===== config.mk =====
export PLATFORM = sky130hd
export DESIGN_NAME = patterned_line_rasterizer
export DESIGN_NICKNAME = d
export VERILOG_FILES = /design/src/rtl/plr_pkg.sv /design/src/rtl/plr_load.sv /design/src/rtl/plr_step.sv /design/src/rtl/patterned_line_rasterizer.sv
export SDC_FILE = /design/constraint.sdc
export NUM_CORES = 1
export LEC_CHECK = 0
export BUFFER_PORTS_ARGS = -buffer_cell sky130_fd_sc_hd__buf_2
export CAP_MARGIN = 0
export CORE_AREA = 2 2 229 287
export DETAILED_ROUTE_END_ITERATION = 10
export DIE_AREA = 0 0 231 289
export PLACE_DENSITY = 0.57
export SKIP_LAST_GASP = 1
export SLEW_MARGIN = 20
export SYNTH_ARGS = -nofsm -noshare
export SYNTH_HDL_FRONTEND = slang
export SYNTH_SLANG_ARGS = --single-unit

===== constraint.sdc =====
create_clock -name clk -period 7.05 [get_ports clk]
set_clock_uncertainty 0.1 [all_clocks]
set_input_delay 0.3525 -clock clk [delete_from_list [all_inputs] [get_ports clk]]
set_output_delay 0.3525 -clock clk [all_outputs]
set_load 0.05 [all_outputs]

===== src/rtl/plr_pkg.sv =====
// shared types and codes for the patterned line rasterizer
package plr_pkg;

  typedef enum logic {
    OP_LOAD = 1'b0,
    OP_STEP = 1'b1
  } op_t;

  typedef struct packed {
    logic x_step_negative;
    logic y_step_negative;
    logic x_is_major;
  } line_flags_t;

  localparam logic [15:0] PATTERN_MASK_RESET = 16'hFFFF;

endpackage


===== src/rtl/plr_load.sv =====
// endpoint decode for a load beat: wrapped points, deltas, step signs, major axis
module plr_load #(
  parameter int COORD_BITS = 16
) (
  input  logic signed [15:0]       start_x,
  input  logic signed [15:0]       start_y,
  input  logic signed [15:0]       end_x,
  input  logic signed [15:0]       end_y,
  output logic [COORD_BITS-1:0]    cur_x,
  output logic [COORD_BITS-1:0]    cur_y,
  output logic [COORD_BITS-1:0]    target_x,
  output logic [COORD_BITS-1:0]    target_y,
  output logic [COORD_BITS:0]      delta_x,
  output logic [COORD_BITS:0]      delta_y,
  output plr_pkg::line_flags_t     flags
);
  import plr_pkg::*;

  localparam int CW = COORD_BITS;

  logic signed [CW-1:0] sx, sy, ex, ey;
  logic signed [CW:0]   dx, dy;

  // sign extend or wrap the 16 bit inputs to the coordinate width
  assign sx = CW'(start_x);
  assign sy = CW'(start_y);
  assign ex = CW'(end_x);
  assign ey = CW'(end_y);

  assign dx = (CW+1)'(ex) - (CW+1)'(sx);
  assign dy = (CW+1)'(ey) - (CW+1)'(sy);

  assign delta_x = dx[CW] ? $unsigned(-dx) : $unsigned(dx);
  assign delta_y = dy[CW] ? $unsigned(-dy) : $unsigned(dy);

  assign flags.x_step_negative = dx[CW];
  assign flags.y_step_negative = dy[CW];
  assign flags.x_is_major      = (delta_x >= delta_y);

  assign cur_x    = $unsigned(sx);
  assign cur_y    = $unsigned(sy);
  assign target_x = $unsigned(ex);
  assign target_y = $unsigned(ey);

endmodule


===== src/rtl/plr_step.sv =====
// one pixel step: pattern test, result pixel and the next walker state
module plr_step #(
  parameter int COORD_BITS = 16
) (
  input  logic [COORD_BITS-1:0]    cur_x,
  input  logic [COORD_BITS-1:0]    cur_y,
  input  logic [COORD_BITS-1:0]    target_x,
  input  logic [COORD_BITS-1:0]    target_y,
  input  logic [COORD_BITS:0]      delta_x,
  input  logic [COORD_BITS:0]      delta_y,
  input  plr_pkg::line_flags_t     flags,
  input  logic [COORD_BITS:0]      minor_accum,
  input  logic [COORD_BITS:0]      balance_accum,
  input  logic                     busy,
  input  logic [15:0]              pattern_mask,
  output logic [COORD_BITS-1:0]    cur_x_next,
  output logic [COORD_BITS-1:0]    cur_y_next,
  output logic [COORD_BITS:0]      minor_accum_next,
  output logic [COORD_BITS:0]      balance_accum_next,
  output logic                     busy_next,
  output logic                     plot,
  output logic signed [15:0]       pixel_x,
  output logic signed [15:0]       pixel_y,
  output logic                     finished
);
  import plr_pkg::*;

  localparam int CW = COORD_BITS;
  localparam int AW = COORD_BITS + 1;

  function automatic logic [15:0] to16(input logic [CW-1:0] c);
    logic signed [CW-1:0] s;
    s = $signed(c);
    return 16'(s);
  endfunction

  logic [CW-1:0] major_c, minor_c, major_c_next, minor_c_next;
  logic          major_neg, minor_neg;
  logic [CW:0]   major_d, minor_d;
  logic          major_done;
  logic          take_minor;
  logic [AW:0]   bal_sum;
  logic [AW-1:0] minor_base;
  logic [15:0]   hit_x, hit_y, pat_sum;

  assign major_c   = flags.x_is_major ? cur_x : cur_y;
  assign minor_c   = flags.x_is_major ? cur_y : cur_x;
  assign major_neg = flags.x_is_major ? flags.x_step_negative : flags.y_step_negative;
  assign minor_neg = flags.x_is_major ? flags.y_step_negative : flags.x_step_negative;
  assign major_d   = flags.x_is_major ? delta_x : delta_y;
  assign minor_d   = flags.x_is_major ? delta_y : delta_x;

  assign major_done = flags.x_is_major ? (cur_x == target_x) : (cur_y == target_y);

  // two-accumulator error rule
  assign take_minor = (minor_accum > balance_accum);
  assign bal_sum    = (AW+1)'(balance_accum) + (AW+1)'(major_d) - (AW+1)'(minor_accum);
  assign minor_base = take_minor ? '0 : minor_accum;

  assign major_c_next = major_neg ? major_c - CW'(1) : major_c + CW'(1);
  assign minor_c_next = take_minor ? (minor_neg ? minor_c - CW'(1) : minor_c + CW'(1))
                                   : minor_c;

  // pattern test on target on the end pixel, on the current point otherwise
  assign hit_x   = major_done ? to16(target_x) : to16(cur_x);
  assign hit_y   = major_done ? to16(target_y) : to16(cur_y);
  assign pat_sum = (flags.x_step_negative == flags.y_step_negative) ? hit_x + hit_y
                                                                    : hit_x - hit_y;

  always_comb begin
    cur_x_next         = cur_x;
    cur_y_next         = cur_y;
    minor_accum_next   = minor_accum;
    balance_accum_next = balance_accum;
    busy_next          = busy;
    plot               = 1'b0;
    pixel_x            = $signed(to16(cur_x));
    pixel_y            = $signed(to16(cur_y));
    finished           = 1'b1;
    if (busy && major_done) begin
      plot       = |(pat_sum & pattern_mask);
      pixel_x    = $signed(to16(target_x));
      pixel_y    = $signed(to16(target_y));
      cur_x_next = target_x;
      cur_y_next = target_y;
      busy_next  = 1'b0;
    end else if (busy) begin
      plot             = |(pat_sum & pattern_mask);
      finished         = 1'b0;
      minor_accum_next = minor_base + minor_d;
      if (take_minor) begin
        balance_accum_next = AW'(bal_sum);
      end
      if (flags.x_is_major) begin
        cur_x_next = major_c_next;
        cur_y_next = minor_c_next;
      end else begin
        cur_x_next = minor_c_next;
        cur_y_next = major_c_next;
      end
    end
  end

endmodule


===== src/rtl/patterned_line_rasterizer.sv =====
// top level of the patterned line rasterizer: beat registers, line state, config
//
//   channel  dir  handshake               payload
//   in       in   in_valid / in_stall     operation, start_x, start_y, end_x, end_y
//   out      out  out_valid / out_stall   plot, pixel_x, pixel_y, finished
//   cfg      in   cfg_valid / cfg_ready   cfg_data (pattern_mask)
//
// one beat per cycle sustained while in_stall stays low; a step beat is taken into the input
//   beat register, and its pixel is then registered in the result register for the out side
// the per-pixel add and compare sits between the line state registers and the result register
// load beats make no pixel and never wait on the out side
// rst clears the line state to idle at the origin and the pattern mask to all ones
// a stalled result holds in place; in_stall rises only when a step beat meets a full,
//   stalled result register
module patterned_line_rasterizer #(
  parameter int COORD_BITS = 16
) (
  input  logic               clk,
  input  logic               rst,
  input  logic               in_valid,
  output logic               in_stall,
  input  logic               operation,
  input  logic signed [15:0] start_x,
  input  logic signed [15:0] start_y,
  input  logic signed [15:0] end_x,
  input  logic signed [15:0] end_y,
  output logic               out_valid,
  input  logic               out_stall,
  output logic               plot,
  output logic signed [15:0] pixel_x,
  output logic signed [15:0] pixel_y,
  output logic               finished,
  input  logic               cfg_valid,
  output logic               cfg_ready,
  input  logic [15:0]        cfg_data
);
  import plr_pkg::*;

  localparam int CW = COORD_BITS;

  // input beat register
  logic               hold_valid;
  op_t                hold_op;
  logic signed [15:0] hold_start_x, hold_start_y, hold_end_x, hold_end_y;
  logic               hold_fire;
  logic               in_accept;

  // line state
  logic [CW-1:0] cur_x, cur_y, target_x, target_y;
  logic [CW:0]   delta_x, delta_y;
  line_flags_t   flags;
  logic [CW:0]   minor_accum, balance_accum;
  logic          busy;
  logic [15:0]   pattern_mask;

  // load decode
  logic [CW-1:0] ld_cur_x, ld_cur_y, ld_target_x, ld_target_y;
  logic [CW:0]   ld_delta_x, ld_delta_y;
  line_flags_t   ld_flags;

  // step results
  logic [CW-1:0]      cur_x_next, cur_y_next;
  logic [CW:0]        minor_accum_next, balance_accum_next;
  logic               busy_next;
  logic               st_plot, st_finished;
  logic signed [15:0] st_pixel_x, st_pixel_y;

  // a load always moves on; a step needs room in the result register
  assign hold_fire = hold_valid && ((hold_op == OP_LOAD) || !out_valid || !out_stall);
  assign in_stall  = hold_valid && !hold_fire;
  assign in_accept = in_valid && !in_stall;
  assign cfg_ready = 1'b1;

  always_ff @(posedge clk) begin
    if (rst) begin
      hold_valid <= 1'b0;
    end else if (!in_stall) begin
      hold_valid <= in_valid;
    end
  end

  always_ff @(posedge clk) begin
    if (in_accept) begin
      hold_op      <= op_t'(operation);
      hold_start_x <= start_x;
      hold_start_y <= start_y;
      hold_end_x   <= end_x;
      hold_end_y   <= end_y;
    end
  end

  plr_load #(.COORD_BITS(COORD_BITS)) u_load (
    .start_x  (hold_start_x),
    .start_y  (hold_start_y),
    .end_x    (hold_end_x),
    .end_y    (hold_end_y),
    .cur_x    (ld_cur_x),
    .cur_y    (ld_cur_y),
    .target_x (ld_target_x),
    .target_y (ld_target_y),
    .delta_x  (ld_delta_x),
    .delta_y  (ld_delta_y),
    .flags    (ld_flags)
  );

  plr_step #(.COORD_BITS(COORD_BITS)) u_step (
    .cur_x              (cur_x),
    .cur_y              (cur_y),
    .target_x           (target_x),
    .target_y           (target_y),
    .delta_x            (delta_x),
    .delta_y            (delta_y),
    .flags              (flags),
    .minor_accum        (minor_accum),
    .balance_accum      (balance_accum),
    .busy               (busy),
    .pattern_mask       (pattern_mask),
    .cur_x_next         (cur_x_next),
    .cur_y_next         (cur_y_next),
    .minor_accum_next   (minor_accum_next),
    .balance_accum_next (balance_accum_next),
    .busy_next          (busy_next),
    .plot               (st_plot),
    .pixel_x            (st_pixel_x),
    .pixel_y            (st_pixel_y),
    .finished           (st_finished)
  );

  // line state updates when the held beat moves on
  always_ff @(posedge clk) begin
    if (rst) begin
      cur_x         <= '0;
      cur_y         <= '0;
      target_x      <= '0;
      target_y      <= '0;
      delta_x       <= '0;
      delta_y       <= '0;
      flags         <= '0;
      minor_accum   <= '0;
      balance_accum <= '0;
      busy          <= 1'b0;
    end else if (hold_fire) begin
      if (hold_op == OP_LOAD) begin
        // a load replaces any line in progress
        cur_x         <= ld_cur_x;
        cur_y         <= ld_cur_y;
        target_x      <= ld_target_x;
        target_y      <= ld_target_y;
        delta_x       <= ld_delta_x;
        delta_y       <= ld_delta_y;
        flags         <= ld_flags;
        minor_accum   <= '0;
        balance_accum <= '0;
        busy          <= 1'b1;
      end else begin
        cur_x         <= cur_x_next;
        cur_y         <= cur_y_next;
        minor_accum   <= minor_accum_next;
        balance_accum <= balance_accum_next;
        busy          <= busy_next;
      end
    end
  end

  // result register
  always_ff @(posedge clk) begin
    if (rst) begin
      out_valid <= 1'b0;
    end else if (hold_fire && (hold_op == OP_STEP)) begin
      out_valid <= 1'b1;
    end else if (!out_stall) begin
      out_valid <= 1'b0;
    end
  end

  always_ff @(posedge clk) begin
    if (hold_fire && (hold_op == OP_STEP)) begin
      plot     <= st_plot;
      pixel_x  <= st_pixel_x;
      pixel_y  <= st_pixel_y;
      finished <= st_finished;
    end
  end

  // dash pattern register
  always_ff @(posedge clk) begin
    if (rst) begin
      pattern_mask <= PATTERN_MASK_RESET;
    end else if (cfg_valid && cfg_ready) begin
      pattern_mask <= cfg_data;
    end
  end

`ifndef NO_ASSERTIONS
  // a step beat never overwrites a result that is still stalled
  a_no_overwrite: assert property (@(posedge clk) disable iff (rst)
    (hold_valid && (hold_op == OP_STEP) && out_valid && out_stall) |-> in_stall)
    else $error("step beat would overwrite a stalled result");

  // a load starts a fresh line with cleared accumulators
  a_load_clears: assert property (@(posedge clk) disable iff (rst)
    (hold_fire && (hold_op == OP_LOAD)) |=>
      (busy && (minor_accum == '0) && (balance_accum == '0)))
    else $error("load did not start a fresh line");

  // a step while idle gives a finished, blank pixel
  a_idle_step: assert property (@(posedge clk) disable iff (rst)
    (hold_fire && (hold_op == OP_STEP) && !busy) |=> (out_valid && finished && !plot))
    else $error("idle step did not report finished");
`endif

endmodule


==> impl_metrics.env <==
export IMPL_status="completed"
export IMPL_peakVddDrop_uv=220
export IMPL_fp_row_count=104
export IMPL_hold_viol_final=0
export IMPL_ff_latch_area_mm2=0.00606
export IMPL_insertion_delay_ns=0.60
export IMPL_final_net_count=2661
export IMPL_first_pass_iters=5
export IMPL_root_buffer="clkbuf_16"
export IMPL_routed_wl_mm=67.3
export IMPL_layout_commonest_cell="nand2_1"
export IMPL_cp_slowest_cell="a2111oi_0"
export IMPL_die_y_um=289
export IMPL_antenna_found_initial=0
export IMPL_netlist_area_mm2=0.0190
export IMPL_h_tree_depth=1
export IMPL_worstPathArrival_ns=6.15
export IMPL_critPathLaunchType="flip-flop"
export IMPL_multiInputGateArea_mm2=0.0120
export IMPL_routabilityCongestion=0.945
export IMPL_clock_sinks=253
export IMPL_drt_vias_per_instance=5.24
export IMPL_yosysTopAreaCell="dfxtp_1"
export IMPL_numCtsBuffers=28
export IMPL_synth_avg_cell_area_um2=8.44
export IMPL_diodes=0
export IMPL_rr_startpoint="cur_y[2]$_SDFFE_PP0P_"
export IMPL_area_growth_pct=17.3
export IMPL_core_area_mm2=0.0640
export IMPL_synth_fa_ha_area_share_pct=12.9
export IMPL_synth_top_area_share_pct=16.2
export IMPL_reg2reg_depth=20
export IMPL_grt_usage_pct=19.8
export IMPL_leakage_uw=0.00958
export IMPL_ys_seq_area_share_pct=31.9
export IMPL_crit_type="flip-flop to flip-flop"
export IMPL_crit_start="cur_y[2]$_SDFFE_PP0P_"
export IMPL_cts_hold_buffers=82
export IMPL_rsz0062_at_grt="false"
export IMPL_synth_net_count=2520
export IMPL_relSlewSlack_pct=29.9
export IMPL_endpoint_kind="flip-flop"
export IMPL_cts_tree="yes"
export IMPL_ys_ff_latch=253
export IMPL_ctsResizeCount=0
export IMPL_yosysWarnings=0
export IMPL_route_detailed_drc=0
export IMPL_setup_violations=0
export IMPL_synth_ff_type="dfxtp_1"
export IMPL_tns_ns=0
export IMPL_drive_gt1_share_pct=12.5
export IMPL_worstPathCellList="xor2_1, nor4_1, nand4_1, nor3_1, nor2_4, buf_4, o31ai_1, a21oi_1, xnor2_1, ha_1, o21a_1, o21a_1, a2111oi_0, o31ai_1, a21oi_1, o21bai_1, a31oi_1, nand2_1, mux2_2, a31oi_1"
export IMPL_grt_overflow_total=0
export IMPL_worst_slew_pin_slew_ns=1.05
export IMPL_die_area_mm2=0.0668
export IMPL_clock_fmax_ghz=0.172
export IMPL_start_util_pct=29.7
export IMPL_power_density_mw_per_mm2=212
export IMPL_synth_area_leaders="dfxtp_1 16%, edfxtp_1 16%, ha_1 11%"
export IMPL_synth_mux_area_share_pct=7.17
export IMPL_io_pins=123
export IMPL_grt_max_degree=85
export IMPL_synth_top_family_by_area="compound AO/OA/AOI/OAI gates"
export IMPL_maxSlewViolCount=0
export IMPL_post_route_period_util_pct=82.4
export IMPL_reg2reg_setup_slack_ns=1.24
export IMPL_drt_iter0_drc=1380
export IMPL_synthXorXnorAreaFrac_pct=7.70
export IMPL_port_buffers=121
export IMPL_fill_cells=6645
export IMPL_crit_end="plot$_DFFE_PP_"
export IMPL_clk_pin_slew_ns=0.07
export IMPL_final_cell_mix="297 x nand2_1, 200 x nor2_1, 166 x a21oi_1"
export IMPL_fp_dieW_um=231
export IMPL_num_vias=17102
export IMPL_grt_pass1_wl_mm=102
export IMPL_synth_compound_area_share_pct=18.6
export IMPL_synth_cells=2252
export IMPL_r2r_end="plot$_DFFE_PP_"
export IMPL_cap_violations=0
export IMPL_synth_cell_types=73
export IMPL_ant_nets=0
export IMPL_wire_per_inst_um=20.6
export IMPL_max_stage_delay_ns=0.63
export IMPL_ys_async_sr_fraction_pct=0
export IMPL_fin_crit_ns=5.81
export IMPL_cp_required_ns=7.40
export IMPL_cp_max_fo=42
export IMPL_cts_setup_buffers=0
export IMPL_clockBufferDepth=3
export IMPL_hold_worst_slack_ns=0.153
export IMPL_synth_edff_count=99
export IMPL_dp_hpwl_mm=51.4
export IMPL_grt_pass1_vias=16951
export IMPL_hp_class="input pin to flip-flop"
export IMPL_synth_simple_area_share_pct=16.4
==> report_power, final <==
group | internal [uW] | total, uW | switching (uW)
Clock | 846 | 1530 | 680
Combinational | 609 | 1520 | 911
Sequential | 1590 | 1680 | 89.7
==> flip-flops by register name, summed over array words and instances, names as in the netlist, 17 cells and up <==
| name | cells |
|---|---|
| balance_accum | 17 |
| delta_y | 17 |
| minor_accum | 17 |
| delta_x | 17 |
==> metal layers <==
layer,share of wire (%),up-vias,track usage (%)
li1,-,8265,-
met1,42,8110,24.4
met2,47,581,33.9
met3,5.2,146,2.33
met4,5.7,0,10.3
met5,0,-,0
==> through the flow <==
stage / utilization, % / total power, uW / worst slack [ns] / std cells / cell area, um^2
after global placement: 32.0 / 3160 / 1.41 / 3128 / 20500
after detailed placement: 32.0 / 3180 / 1.32 / 3128 / 20500
after global routing: 34.8 / 4980 / 0.905 / 3263 / 22300
final: 34.8 / 4730 / 1.24 / 3263 / 22300
after floorplan: - / 2750 / 1.78 / 2252 / 19000
after CTS: 34.8 / 4760 / 1.26 / 3262 / 22300
==> worst min-delay path by stage <==
stage,from,endpoint,cells after the start
2_1_floorplan,pattern_mask[0]$_SDFFE_PP1P_,pattern_mask[0]$_SDFFE_PP1P_,2
3_3_place_gp,delta_x[2]$_SDFFE_PP0P_,delta_x[2]$_SDFFE_PP0P_,2
3_5_place_dp,delta_x[2]$_SDFFE_PP0P_,delta_x[2]$_SDFFE_PP0P_,2
4_1_cts,cfg_valid,pattern_mask[4]$_SDFFE_PP1P_,3
5_1_grt,cfg_valid,pattern_mask[4]$_SDFFE_PP1P_,3
6_report,cfg_valid,pattern_mask[4]$_SDFFE_PP1P_,3
==> final cells by class <==
type / count / area share (%)
Sequential cell: 253 / 27.2
Tap cell: 848 / 4.76
Clock inverter: 23 / 1.05
Timing Repair Buffer: 235 / 7.55
Clock buffer: 29 / 3.16
Inverter: 145 / 2.44
Multi-Input combinational cell: 1730 / 53.8
==> cells in the mapped netlist, types with 54 or more instances <==
cell type / number
o21ai_0: 83
nor3_1: 56
nand2_1: 297
dfxtp_1: 154
inv_1: 144
mux2_2: 73
clkbuf_1: 100
edfxtp_1: 99
mux2i_1: 54
ha_1: 160
a21oi_1: 167
nor2_1: 203
xnor2_1: 78
xor2_1: 89
==> critical path, delay by kind of cell, from the launching register on <==
family                     cells  cell delay (ns)
AOI/OAI and AO/OA             10             2.32
and+or+nand+nor                5             1.39
DFF                            1             0.56
adders and majority gates      1             0.38
buffers and inverters          1             0.37
xor gates and xnor gates       2             0.27
muxes                          1             0.26
==> kinds of logic (layout without fill, tap and decap cells) <==
kind of cell	after synthesis	in the layout
AND/OR/NAND/NOR	710	710
buffers and inverters	269	432
flip-flops	253	253
XOR/XNOR	167	167
AO/OA/AOI/OAI	543	543
adder cells (fa/ha/maj)	182	182
other	1	1
multiplexers	127	127
Note: power is estimated with default switching activity, not from simulation.
